==> config.mk <==
export PLATFORM = sky130hd
export DESIGN_NAME = breakpoint_halt_unit
export DESIGN_NICKNAME = d
export VERILOG_FILES = /design/src/sv/bhu_pkg.sv /design/src/sv/breakpoint_halt_unit.sv /design/src/sv/bhu_table.sv
export SDC_FILE = /design/constraint.sdc
export NUM_CORES = 1
export LEC_CHECK = 0
export ABC_CLOCK_PERIOD_IN_PS = 9100
export CORE_AREA = 2 2 251 179
export DETAILED_ROUTE_END_ITERATION = 10
export DIE_AREA = 0 0 253 181
export DONT_BUFFER_PORTS = 1
export GPL_TIMING_DRIVEN = 0
export PLACE_DENSITY_LB_ADDON = 0.3
export REMOVE_ABC_BUFFERS = 1
export SYNTH_ARGS = -nofsm -noshare
export SYNTH_HDL_FRONTEND = slang
export SYNTH_HIERARCHICAL = 1
export SYNTH_SLANG_ARGS = --single-unit
==> constraint.sdc <==
create_clock -name clk -period 9.1 [get_ports clk]
set_input_delay 1.82 -clock clk [delete_from_list [all_inputs] [get_ports clk]]
set_output_delay 1.82 -clock clk [all_outputs]
set_load 0.01 [all_outputs]
==> src/sv/bhu_pkg.sv <==
`timescale 1ns / 1ps

package bhu_pkg;

  localparam int MAX_BREAKPOINTS = 16;
  localparam int BP_IDX_W = (MAX_BREAKPOINTS > 1) ? $clog2(MAX_BREAKPOINTS) : 1;
  localparam int BP_CNT_W = $clog2(MAX_BREAKPOINTS + 1);
  localparam int ADDR_W   = 32;

  typedef enum logic [2:0] {
    CMD_CHECK  = 3'd0,
    CMD_SET    = 3'd1,
    CMD_STEP   = 3'd2,
    CMD_NEXT   = 3'd3,
    CMD_DETACH = 3'd4
  } cmd_t;

  typedef enum logic [1:0] {
    WHY_NONE  = 2'd0,
    WHY_ENTRY = 2'd1,
    WHY_STEP  = 2'd2,
    WHY_BREAK = 2'd3
  } why_t;

  typedef enum logic [2:0] {
    ST_IDLE,
    ST_RD,
    ST_CMP,
    ST_SH_RD,
    ST_SH_WR
  } state_t;

  typedef struct packed {
    logic [ADDR_W-1:0] addr;
    logic              once;
  } bp_entry_t;

  typedef struct packed {
    logic                en;
    logic [BP_IDX_W-1:0] addr;
    bp_entry_t           data;
  } tbl_wr_t;

endpackage

==> src/sv/breakpoint_halt_unit.sv <==
`timescale 1ns / 1ps

// debug halt unit: decides before each instruction whether execution stops,
// keeping an ordered breakpoint table of MAX_BREAKPOINTS entries (persistent
// or one-shot) in a single-port-read memory. set, step, next, detach and any
// check answered by the entry / step / detached flags or by an empty table
// give their result word in the cycle after accept. a check that has to
// search the table walks it with one shared 32-bit equality compare, each
// entry examined in a memory read state and then a compare state, stopping
// at the first match; a matched one-shot entry is then removed by moving
// each later entry down one slot, each move a read state then a write state.
// in_stall is high while a search or removal runs and while an undelivered
// result is held back by out_stall. code_length is written through the cfg
// port, which is always ready.
module breakpoint_halt_unit (
  input  logic        clk,
  input  logic        rst_n,
  // input words
  input  logic        in_valid,
  output logic        in_stall,
  input  logic [2:0]  in_cmd,
  input  logic [31:0] in_insn_idx,
  input  logic        in_is_call,
  // result words
  output logic        out_valid,
  input  logic        out_stall,
  output logic        out_halt,
  output logic [1:0]  out_halt_reason,
  output logic        out_status,
  // code_length register
  input  logic        cfg_valid,
  output logic        cfg_ready,
  input  logic [31:0] cfg_data
);

  localparam int IW = bhu_pkg::BP_IDX_W;
  localparam int CW = bhu_pkg::BP_CNT_W;

  // sequencer and flag state
  bhu_pkg::state_t   state_r, state_nxt;
  logic              entry_seen_r, entry_seen_nxt;
  logic              step_pending_r, step_pending_nxt;
  logic              detached_r, detached_nxt;
  logic [CW-1:0]     bp_used_r, bp_used_nxt;
  logic [CW-1:0]     ptr_r, ptr_nxt;
  logic [31:0]       where_r, where_nxt;
  logic [31:0]       code_length_r;

  // result word register
  logic              out_valid_r, out_valid_nxt;
  logic              halt_r, halt_nxt;
  bhu_pkg::why_t     why_r, why_nxt;
  logic              status_r, status_nxt;

  // table access
  bhu_pkg::tbl_wr_t   tbl_wr;
  bhu_pkg::bp_entry_t tbl_rd;
  logic [IW-1:0]      tbl_rd_addr;

  logic              accept;
  logic              tbl_full;
  logic              next_in_range;
  logic              hit;
  logic [CW-1:0]     ptr_inc;
  logic              ptr_inc_last;
  bhu_pkg::cmd_t     cmd;

  assign cmd       = bhu_pkg::cmd_t'(in_cmd);
  assign in_stall  = (state_r != bhu_pkg::ST_IDLE) || (out_valid_r && out_stall);
  assign accept    = in_valid && !in_stall;
  assign cfg_ready = 1'b1;

  assign tbl_full      = (bp_used_r == CW'(bhu_pkg::MAX_BREAKPOINTS));
  // insn_idx + 1 < code_length with no wrap
  assign next_in_range = ({1'b0, in_insn_idx} + 33'd1) < {1'b0, code_length_r};

  // the shared compare unit used by every compare step of the search
  assign hit          = (tbl_rd.addr == where_r);
  assign ptr_inc      = ptr_r + CW'(1);
  assign ptr_inc_last = (ptr_inc >= bp_used_r);
  assign tbl_rd_addr  = ptr_r[IW-1:0];

  bhu_table u_table (
    .clk     (clk),
    .wr      (tbl_wr),
    .rd_addr (tbl_rd_addr),
    .rd_data (tbl_rd)
  );

  always_ff @(posedge clk) begin
    if (!rst_n) begin
      state_r        <= bhu_pkg::ST_IDLE;
      entry_seen_r   <= 1'b0;
      step_pending_r <= 1'b0;
      detached_r     <= 1'b0;
      bp_used_r      <= '0;
      ptr_r          <= '0;
      out_valid_r    <= 1'b0;
      code_length_r  <= '0;
    end else begin
      state_r        <= state_nxt;
      entry_seen_r   <= entry_seen_nxt;
      step_pending_r <= step_pending_nxt;
      detached_r     <= detached_nxt;
      bp_used_r      <= bp_used_nxt;
      ptr_r          <= ptr_nxt;
      out_valid_r    <= out_valid_nxt;
      if (cfg_valid && cfg_ready) begin
        code_length_r <= cfg_data;
      end
    end
  end

  // payload registers, no reset
  always_ff @(posedge clk) begin
    where_r  <= where_nxt;
    halt_r   <= halt_nxt;
    why_r    <= why_nxt;
    status_r <= status_nxt;
  end

  always_comb begin
    state_nxt        = state_r;
    entry_seen_nxt   = entry_seen_r;
    step_pending_nxt = step_pending_r;
    detached_nxt     = detached_r;
    bp_used_nxt      = bp_used_r;
    ptr_nxt          = ptr_r;
    where_nxt        = where_r;
    out_valid_nxt    = out_valid_r && out_stall;
    halt_nxt         = halt_r;
    why_nxt          = why_r;
    status_nxt       = status_r;
    tbl_wr.en        = 1'b0;
    tbl_wr.addr      = bp_used_r[IW-1:0];
    tbl_wr.data.addr = in_insn_idx;
    tbl_wr.data.once = 1'b0;

    unique case (state_r)
      bhu_pkg::ST_IDLE: begin
        if (accept) begin
          // default answer: nothing halts, status ok
          out_valid_nxt = 1'b1;
          halt_nxt      = 1'b0;
          why_nxt       = bhu_pkg::WHY_NONE;
          status_nxt    = 1'b0;
          case (cmd)
            bhu_pkg::CMD_CHECK: begin
              if (detached_r) begin
                // never halts
              end else if (!entry_seen_r) begin
                entry_seen_nxt = 1'b1;
                halt_nxt       = 1'b1;
                why_nxt        = bhu_pkg::WHY_ENTRY;
              end else if (step_pending_r) begin
                step_pending_nxt = 1'b0;
                halt_nxt         = 1'b1;
                why_nxt          = bhu_pkg::WHY_STEP;
              end else if (bp_used_r != '0) begin
                // search the table, result comes at the end
                out_valid_nxt = 1'b0;
                where_nxt     = in_insn_idx;
                ptr_nxt       = '0;
                state_nxt     = bhu_pkg::ST_RD;
              end
            end
            bhu_pkg::CMD_SET: begin
              if (tbl_full) begin
                status_nxt = 1'b1;
              end else begin
                tbl_wr.en   = 1'b1;
                bp_used_nxt = bp_used_r + CW'(1);
              end
            end
            bhu_pkg::CMD_STEP: begin
              step_pending_nxt = 1'b1;
            end
            bhu_pkg::CMD_NEXT: begin
              if (in_is_call && next_in_range) begin
                // one-shot just past the call; a full table refuses it
                if (tbl_full) begin
                  status_nxt = 1'b1;
                end else begin
                  tbl_wr.en        = 1'b1;
                  tbl_wr.data.addr = in_insn_idx + 32'd1;
                  tbl_wr.data.once = 1'b1;
                  bp_used_nxt      = bp_used_r + CW'(1);
                end
              end else begin
                step_pending_nxt = 1'b1;
              end
            end
            bhu_pkg::CMD_DETACH: begin
              detached_nxt = 1'b1;
            end
            default: begin
              // unknown command, all-zero answer
            end
          endcase
        end
      end

      bhu_pkg::ST_RD: begin
        // entry at ptr is being read
        state_nxt = bhu_pkg::ST_CMP;
      end

      bhu_pkg::ST_CMP: begin
        if (hit) begin
          halt_nxt = 1'b1;
          why_nxt  = bhu_pkg::WHY_BREAK;
          status_nxt = 1'b0;
          if (tbl_rd.once) begin
            // drop this entry, compacting the ones after it
            if (ptr_inc_last) begin
              bp_used_nxt   = bp_used_r - CW'(1);
              out_valid_nxt = 1'b1;
              state_nxt     = bhu_pkg::ST_IDLE;
            end else begin
              ptr_nxt   = ptr_inc;
              state_nxt = bhu_pkg::ST_SH_RD;
            end
          end else begin
            out_valid_nxt = 1'b1;
            state_nxt     = bhu_pkg::ST_IDLE;
          end
        end else if (ptr_inc_last) begin
          halt_nxt      = 1'b0;
          why_nxt       = bhu_pkg::WHY_NONE;
          status_nxt    = 1'b0;
          out_valid_nxt = 1'b1;
          state_nxt     = bhu_pkg::ST_IDLE;
        end else begin
          ptr_nxt   = ptr_inc;
          state_nxt = bhu_pkg::ST_RD;
        end
      end

      bhu_pkg::ST_SH_RD: begin
        state_nxt = bhu_pkg::ST_SH_WR;
      end

      bhu_pkg::ST_SH_WR: begin
        // move entry ptr down to ptr - 1
        tbl_wr.en   = 1'b1;
        tbl_wr.addr = IW'(ptr_r - CW'(1));
        tbl_wr.data = tbl_rd;
        if (ptr_inc_last) begin
          bp_used_nxt   = bp_used_r - CW'(1);
          out_valid_nxt = 1'b1;
          state_nxt     = bhu_pkg::ST_IDLE;
        end else begin
          ptr_nxt   = ptr_inc;
          state_nxt = bhu_pkg::ST_SH_RD;
        end
      end

      default: begin
        state_nxt = bhu_pkg::ST_IDLE;
      end
    endcase
  end

  assign out_valid       = out_valid_r;
  assign out_halt        = halt_r;
  assign out_halt_reason = why_r;
  assign out_status      = status_r;

endmodule

==> src/sv/bhu_table.sv <==
`timescale 1ns / 1ps

module bhu_table (
  input  logic                         clk,
  input  bhu_pkg::tbl_wr_t             wr,
  input  logic [bhu_pkg::BP_IDX_W-1:0] rd_addr,
  output bhu_pkg::bp_entry_t           rd_data
);

  bhu_pkg::bp_entry_t mem [bhu_pkg::MAX_BREAKPOINTS];
  bhu_pkg::bp_entry_t rd_data_r;

  always_ff @(posedge clk) begin
    if (wr.en) begin
      mem[wr.addr] <= wr.data;
    end
    rd_data_r <= mem[rd_addr];
  end

  assign rd_data = rd_data_r;

endmodule

Word level (Yosys, flattened, before mapping)
Memories as Yosys holds them, arrays and structs flattened. A register that Yosys moved wholly into a read port is not among the register bits.
Index checks and enable logic that the tools add are counted.
Word-level totals
  input port bits: 73
  flip-flop bits (word level): 85
  memories kept: 1
  logic and storage cells: 146
  output and inout port bits: 7
  bits in writable memories: 528
Cells by class
  add/subtract/negate cells: 6
  equality and inequality tests: 25
  bitwise gates (word level): 2
  mux-type cells: 78
  reductions and logical operators: 20
  magnitude comparators: 2
Memories
  u_table.mem: words 16, bits a word 33, read ports 1, clocked after memory_dff 1, wr ports 1, RTL line bhu_table.sv:10  | bhu_pkg::bp_entry_t mem [bhu_pkg::MAX_BREAKPOINTS];
Operator list (count)
  33-bit two-way mux: 4
  5-bit two-way mux: 15
  33-bit one-hot mux with 2 select lines: 1
  32-bit by 1-bit adder with 33-bit output (second input constant): 1
  33-bit by 32-bit < comparator with 1-bit output: 1
  32-bit by 1-bit adder with 32-bit output (second input constant): 1
  32-bit == test: 1
  5-bit one-hot mux with 3 select lines: 2
  1-bit two-way mux: 29
  3-bit two-way mux: 8
  2-bit != test (second input constant): 9
  6-bit AND reduction: 3
  2-bit two-way mux: 8
  3-bit one-hot mux with 5 select lines: 1
  3-bit by 2-bit == test with 1-bit output (second input constant): 4
  5-bit by 1-bit adder with 5-bit output (second input constant): 2
  1-bit one-hot mux with 2 select lines: 5
  5-bit one-hot mux with 2 select lines: 1
  3-bit nonzero test: 3
  8-bit AND reduction: 1
  7-bit AND reduction: 1
  3-bit by 1-bit == test with 1-bit output (second input constant): 2
  3-bit == test (second input constant): 2
  3-bit zero test: 2
  other kinds (19): 26

Longest topological paths before layout
Gate-level depths: netlist of run 1.
  depth in word-level cells: 9
  depth in mapped cells: 19
  mapped depth without buffers: 19

Hierarchy
The synthesis of run 1 kept the hierarchy.
Modules (own cells, without submodules)
  bhu_table: area an instance 20631.0 µm², cells each 864, times used 1
  breakpoint_halt_unit: area an instance 6419.9 µm², cells each 747, times used 1

Worst setup path before layout of run 1
No wires, ideal clock.
  path kind: input port to flip-flop
  start point: in in_insn_idx[0]
  end point: mem u_table/mem[0][0] (netlist bit) (enable)
  buffers on the path: 0
  required time: 8.636 ns
  path slack: 1.201 ns
  setup time: 0.464 ns
  stages: 19
  data arrival time: 7.435 ns
  path through: ha_1 nand3_2 nor2_1 and3_1 and3_1 nand3_1 nor2_1 xor2_1 ha_1 a21oi_1 a21oi_1 a211oi_1 o211a_1 a21o_2 nand2_1 nand2_1 a31o_2 or3b_2 nor3_1
RTL lines
  from (decl): RTL line breakpoint_halt_unit.sv:22  | input logic [31:0] in_insn_idx,
  to (decl): RTL line bhu_table.sv:10

==> results of run 1 <==
## critical path, stage by stage
cell and delay (ps):
and4_1 220, nand4_1 290, nor4_1 890, nand2_1 150, xnor2_1 220, ha_1 290, nand4_1 290, o221ai_1 290
a211oi_1 290, o211a_1 200, a21o_2 310, nand2_1 120, nand2_1 100, a31o_2 230, nand3b_1 340, nor3_2 930
buf_6 280, buf_6 180, buf_6 160
## area by class of cell
class / count / area [sq um] / area share
clock buffer: 77 / 1700 / 0.0561
tap: 561 / 702 / 0.0232
clock inverter: 33 / 379 / 0.0125
sequential: 646 / 18600 / 0.614
multi-input combinational: 832 / 7960 / 0.263
inverter: 53 / 199 / 0.00657
timing repair buffer: 44 / 744 / 0.0246
## through the flow
stage          std cells  hold WS, ps  TNS (ps)  setup slack, ps
6_report            2246          483         0             1800
5_1_grt             2246          527         0             1540
4_1_cts             2246          475         0             1700
3_5_place_dp        2136          461         0             1130
3_3_place_gp        2092          453  -2302750            -6600
2_1_floorplan       1531          437    -76220             -577
## per-layer routing
layer | part of all wire | up-vias
met2 | 0.46 | 947
met3 | 0.11 | 170
li1 | - | 6433
met4 | 0.037 | 0
met5 | 0 | -
met1 | 0.40 | 7828
## power groups by stage
stage	combinational (uW)	sequential (uW)	clock [uW]
after floorplan	151	3330	0
after global routing	255	3270	2760
final	234	3270	2620
after global placement	204	3340	0
after CTS	229	3270	2650
after detailed placement	226	3340	0
## registers in the layout (all words and copies together) (netlist names)
| register | cells |
|---|---|
| u_table/mem | 528 |
| u_table/rd_data | 33 |
| code_length_r | 32 |
| where_r | 32 |
| bp_used_r | 5 |
| ptr_r | 5 |
| state_r | 3 |
| out_halt_reason | 2 |
| detached_r | 1 |
| entry_seen_r | 1 |
| out_halt | 1 |
| out_status | 1 |
| out_valid | 1 |
| step_pending_r | 1 |
## kinds of logic (layout without fill, tap and decap cells)
group | count (synthesis) | in the layout | share of synthesized area
other | 1 | 1 | 0.000139
adder cells (fa/ha/maj) | 43 | 43 | 0.0202
flip-flops | 646 | 646 | 0.687
buffers and inverters | 133 | 207 | 0.0254
AND/OR/NAND/NOR | 319 | 319 | 0.0590
AO/OA/AOI/OAI | 221 | 221 | 0.0561
multiplexers | 174 | 174 | 0.128
XOR/XNOR | 74 | 74 | 0.0242
## final timing paths
| kind | start | to | slack [ps] |
|---|---|---|---|
| worst max register to register | state_r[1] | u_table/mem[7][25] | 3710 |
| worst max-delay path | in_insn_idx[12] | u_table/mem[4][25] | 1800 |
| worst min-delay path | detached_r | detached_r | 480 |
| worst min register to register | detached_r | detached_r | 480 |
## cells in the final DEF, fill, tap and decap left out, drive strengths merged, types with 44 or more instances in the layout
cell	Yosys	routed
buf	43	44
clkbuf	37	77
edfxtp	564	564
xnor2	54	54
mux4	132	132
nand2	105	105
dfxtp	82	82
nor2	86	86
inv	53	55
a22oi	72	72
==> results.md, run 1 <==
- Maximum clock rate: approximately 140 MHz
- Flop pwr share: 0.534
- Leakage: ~0.01 uW
- Tightest Pin Transition: roughly 1400 ps
- Peak VDD IR: 0.000188 V
- Residual DRC count: 0
- Sequential fraction of the synthesis area: 0.687
- CP Capture Type: register
- P per Cell Area: between 200 and 250 mW/mm^2
- Min Tclk post-route: approximately 7300 ps
- CTS Sinks: 646
- Area grow syn2layout: 11.9%
- Post-CTS Hold Buffers: 0
- # H-tree levels: 2
- Instance area at placement: about 0.028 sq mm
- Post-synth EDFFs: roughly 560
- Area fraction of the dominant cell type after synthesis: 0.626
- CTS tree: built
- Hold/Removal Path Class: reg -> reg
- Total internal power: approximately 5000 uW
- Vias in the first global route: around 15000
- R2r worst-path depth: 6
- Seq cells post-synth: about 650
- Fillers: about 2700
- Clock power share: 0.428
- HPWL Detailed: ~43000 um
- GRT overflow: 0
- Core ar.: between 0.04 and 0.05 sq mm
- Final hold violations: 0
- Asr flop ratio synth: 0
- Routed length per instance: 29.8 um
- Clk_lat worst skew: around 610 ps
- Tot GR Track Use: 0.296
- Slew Viols, Final: 0
- Largest net degree at the start of global routing: 58
- Clk buf depth: 3
- Proportion of layout cells with a drive suffix above 1: 0.185
- GR met3 Demand/Resource: 0.0611
- Detailed-route via count: about 15000
- Met2 Usage GRT: 0.456
- Pwr Total: 6130 uW
- Combinational share of power: 0.038
- Syn Area/Cell: around 17 sq um
- Port buffer count: 0
- Post-Route WL: approximately 67000 um
- Die height: 181 um
- Startpoint Class: input pin
- Util after Layout: 0.700
- Design area: 0.0303 sq mm
- Antenna cells: 0
- Global placer's final weighted congestion: a little under 0.9
- Die width: between 200 and 300 um
- Maximum capacitance violations: 0
- Clock skew: around 18 ps
- Sw power: roughly 1300 uW
- First-pass DRT Iterations: 9
- Switching share of total power: 0.206
- Synth area leader: edfxtp_1
- RSZ-0062 raised after global routing: false
- Synth Instances: around 1600
- Met1 GRT Util: 0.431
- Post-CTS sizing: 0
- Num CTS Buffers: a little under 60
- Clock Tree Root: clkbuf_16
- FP Rows: 64
- Ys Warns: 6
- Global-route wire length before repair: between 90000 and 100000 um
- Most frequent cell after synthesis: edfxtp_1
- Via density: between 6 and 7
- Initial DRC Count: 2043
- CP required: around 9400 ps
- Netlist Area Pre-Place: around 0.027 sq mm
- Slew margin rel.: 0.0490
- Critical path class: in -> reg
- Most Crowded Layer GR: met2
- # IOs: 80
- Initial antenna violation count: 1
- Die area: ~0.046 sq mm
- Final ANT Viol Nets: 0
- Clock Pin Slew Worst Setup and Hold Paths: ~70 ps
- Largest cells by area after synthesis: edfxtp_1 (63%), mux4_2 (9.4%), dfxtp_1 (6.1%)
- Initial Utilization: 0.626
- WP data arrival: roughly 7600 ps
- Synth cell types: 84
- Synth cell count leaders: edfxtp_1 (564), mux4_2 (113), nand2_1 (104)
- Nets: between 1500 and 2000
- Final setup vio count: 0
- Post-CTS setup buffer count: 0
- Status: complete, no violations
- Fin crit share: 0.802
- Worst hold path depth: 2
- Ys flop type: edfxtp_1
- Crit Path Max Fanout: 9
(Power assumes the default switching activity.)
==> run 2: changes to the inputs <==
Settings changed: ABC_AREA set to 1, ABC_CLOCK_PERIOD_IN_PS 9100 to 6400, CORE_AREA 2 2 251 179 to 2 2 278 197, DIE_AREA 0 0 253 181 to 0 0 280 199.
Clock period 9.1 ns to 6.4 ns, I/O delays scaled along.
==> run 2 against run 1 <==
Against the previous run: critical path depth decreased by 7; critical path type is now reg -> reg; core utilization decreased by 6.8 points; largest power group unchanged; cell area increased by 11%; final cell count increased by 78%.
==> results.md, run 2 <==
- Placed insts: 3894 (+82%)
- Nets: 3378 (+93%)
- Maximum clock rate: between 150 and 200 MHz
- Mux cell area share after synthesis: 0 (-0.128)
- Largest register FFs: 528 (unchanged)
- Most frequent cells in the layout: nand2_1 (974), inv_1 (573), edfxtp_1 (564), nand3_1 (478), nor2_1 (119)
- Critical hold path startpoint: code_length_r[6]
- Post-Synth Adder-Cell Area: 0.0179 (-0.00229)
- Die area: 0.0557 sq mm (+22%)
- Tightest Pin Transition: 1420 ps (-2.28 ps)
- Slew margin rel.: 0.0501 (+0.00110)
- Clk_lat worst skew: 640 ps (+30 ps)
- HPWL Detailed: 51100 um (+20%)
- CP Capture Type: register
- Largest net degree at the start of global routing: 150 (+160%)
- Critical R2R Launch: state_r[1]
- Tot GR Track Use: 0.306 (+0.00988)
- Clk buf depth: 3 (unchanged)
- Synth area leader: edfxtp_1
- Most frequent CP cell: nor2_4
- R2r setup slk: 280 ps (-3430 ps)
- Via density: 5.70 (-17%)
- Top reg by flops: u_table/mem
- Synth Instances: 3317 (+110%)
- Proportion of layout cells with a drive suffix above 1: 0.0543 (-0.131)
- Global placer's final weighted congestion: 0.950 (+9.3%)
- Largest cells by area after synthesis: edfxtp_1 (55%), nand2_1 (12%), nand3_1 (7.9%)
- Sequential fraction of the synthesis area: 0.609 (-0.0781)
- Maximum capacitance violations: 0 (unchanged)
- Routed length per instance: 21.2 um (-29%)
- Worst Hold End: code_length_r[6]
- Final hold slack: 469 ps (-14.1 ps)
- # H-tree levels: 2 (unchanged)
- CP required: 6710 ps (-2700 ps)
- Final hold violations: 0 (unchanged)
- Initial Utilization: 0.574 (-0.0520)
- Critical path class: reg -> reg
- Synth cell count leaders: nand2_1 (974), inv_1 (575), edfxtp_1 (564)
- Final setup vio count: 0 (unchanged)
- Ys flop type: edfxtp_1
- CTS tree: built
- Ys Warns: 6 (unchanged)
- Asr flop ratio synth: 0 (unchanged)
- Max incr delay on CP: 780 ps (-150 ps)
- Main combinational cell family by area after synthesis: simple AND/OR/NAND/NOR gates
- Vias in the first global route: 22000 (+46%)
- Syn Area/Cell: 9.20 sq um (-45%)
- Post-CTS Hold Buffers: 0 (unchanged)
- WP data arrival: 6430 ps (-1180 ps)
- CTS Sinks: 646 (unchanged)
- Port buffer count: 0 (unchanged)
- Most frequent cell after synthesis: nand2_1
- R2r worst-path depth: 12 (+6)
- Detailed-route via count: 22900 (+49%)
- Xor/xnor cell area share of the yosys netlist: 0.0103 (-0.0139)
- Clock Pin Slew Worst Setup and Hold Paths: 60 ps (about the same)
- First-pass DRT Iterations: 6 (-3)
- Global-route wire length before repair: 127000 um (+29%)
- RR Endpoint: u_table/mem[5][31]
- Post-CTS setup buffer count: 0 (unchanged)
- Crit path cell chain: nor2_4 -> inv_2 -> nor2_4 -> nand2_1 -> nor2_4 -> inv_2 -> nor2_2 -> nand3_1 -> nand2_1 -> nand3b_1 -> nor2_4 -> buf_12
- Area fraction of the dominant cell type after synthesis: 0.555 (-0.0712)
- Final ANT Viol Nets: 0 (unchanged)
- Residual DRC count: 0 (unchanged)
- GRT overflow: 0 (unchanged)
- Clock Tree Root: clkbuf_16
- Core ar.: 0.0532 sq mm (+23%)
- Status: complete, no violations
- Seq cells post-synth: 646 (unchanged)
- Post-Synth Simple-Gate Area: 0.233 (+0.173)
- Num CTS Buffers: 59 (+1.7%)
- Worst hold path depth: 2 (unchanged)
- FP Rows: 71 (+11%)
- Clock skew: 27.7 ps (+9.38 ps)
- Netlist Area Pre-Place: 0.0305 sq mm (+13%)
- # IOs: 80 (unchanged)
- Peak VDD IR: 0.000215 V (+14%)
- Slew Viols, Final: 0 (unchanged)
- Fin crit share: 0.956
- Startpoint Class: register
- Hold/Removal Path Class: reg -> reg
- Post-synth EDFFs: 564 (unchanged)
- Complex-gate fraction of the synthesized area: 0.0356 (-0.0204)
- Util after Layout: 0.632 (-0.0685)
- Die width: 280 um (+11%)
- Die height: 199 um (+9.9%)
- Synth cell types: 40 (-52%)
- Finished Layout Cells: 4009 (+78%)
- Initial antenna violation count: 10 (+9)
- Min Tclk post-route: about 6000 ps
- Leakage: 0.0142 uW (+44%)
- Initial DRC Count: 2681 (+31%)
- RSZ-0062 raised after global routing: false
- Area grow syn2layout: 10.1%
- Post-Route WL: 84900 um (+27%)
- P per Cell Area: 261 mW/mm^2 (+29%)
- Highest-delay cell along the critical path: nor2_4
- Commonest non-fill, non-tap cell in the layout: nand2_1
- Crit Path Max Fanout: 34 (+25)
-- run 2: changes by cell type in the layout (fill, tap and decap cells not counted), moves of 15 or more --
| cell | change |
|---|---|
| nand2_1 | +871 |
| inv_1 | +521 |
| nand3_1 | +449 |
| mux4_2 | -113 |
| a22oi_1 | -71 |
| o21ai_0 | +56 |
| nor2_1 | +50 |
| a21oi_1 | +39 |
| mux2i_1 | -39 |
| xnor2_1 | -33 |
| a221oi_1 | +23 |
| mux4_1 | -19 |
| nand4_1 | +17 |
| buf_6 | -15 |
-- run 2: what timing repair did --
item                       CTS  global route
hold endpoints to repair     0             0
resized for setup            0             1
setup endpoints to repair    0           388
-- run 2: cells by family (layout without fill, tap and decap cells) --
kind of cell	count (synthesis)	count (layout)
xor gates and xnor gates	36	36
other	1	4
DFF	646	646
and+or+nand+nor	1665	1665
adders and majority gates	43	43
AOI/OAI and AO/OA	195	195
buffers and inverters	731	727
-- run 2: worst max-delay path by stage --
stage	endpoint	depth (start not counted)	from	slack, ps
2_1_floorplan	u_table/rd_data[11]	7	ptr_r[0]	-3270
3_3_place_gp	u_table/rd_data[28]	6	ptr_r[0]	-12120
3_5_place_dp	u_table/mem[12][14]	21	in_insn_idx[0]	30
4_1_cts	u_table/mem[13][19]	12	state_r[1]	120
5_1_grt	u_table/mem[12][19]	12	state_r[0]	110
6_report	u_table/mem[5][31]	12	state_r[1]	280
-- run 2: worst max-delay path: cells and delay by family, from the launching register on --
| kind | cells | cell delay [ps] |
|---|---|---|
| buffers and inverters | 3 | 930 |
| flip-flops | 1 | 340 |
| AND/OR/NAND/NOR | 9 | 4470 |
-- run 2: final cells by class --
cell class	count	area [sq um]
clock inverter	45	518
fill	4108	19600
multi-input combinational	1940	9190
sequential	646	18600
timing repair buffer	32	726
tap	693	867
antenna	3	7.51
clock buffer	67	1510
inverter	583	2200
-- run 2: per-stage QoR --
| step | setup TNS (ps) | setup WS [ps] | instance area (sq um) | power [uW] |
|---|---|---|---|---|
| finish | 0 | 279 | 33600 | 8760 |
| global route | 0 | 113 | 33600 | 9020 |
| CTS | 0 | 123 | 33600 | 8800 |
| detailed placement | 0 | 26.5 | 31600 | 5130 |
| global placement | -4011410 | -12120 | 30700 | 5100 |
| floorplan | -845780 | -3270 | 29800 | 5000 |
-- run 2: metal layers --
metal,track usage,routed length (um),up-vias
li1,-,-,10700
met1,0.396,32800,10800
met2,0.505,39900,1156
met3,0.0700,8940,243
met4,0.120,3250,8
met5,0,51,-
-- run 2: power breakdown --
group	leakage [uW]	internal (uW)	switching, uW	total, uW
Combinational	0.00745	96.8	276	372
Sequential	0.00579	4660	17.1	4680
Clock	0.000988	2140	1570	3710
Total	0.0142	6900	1870	8760
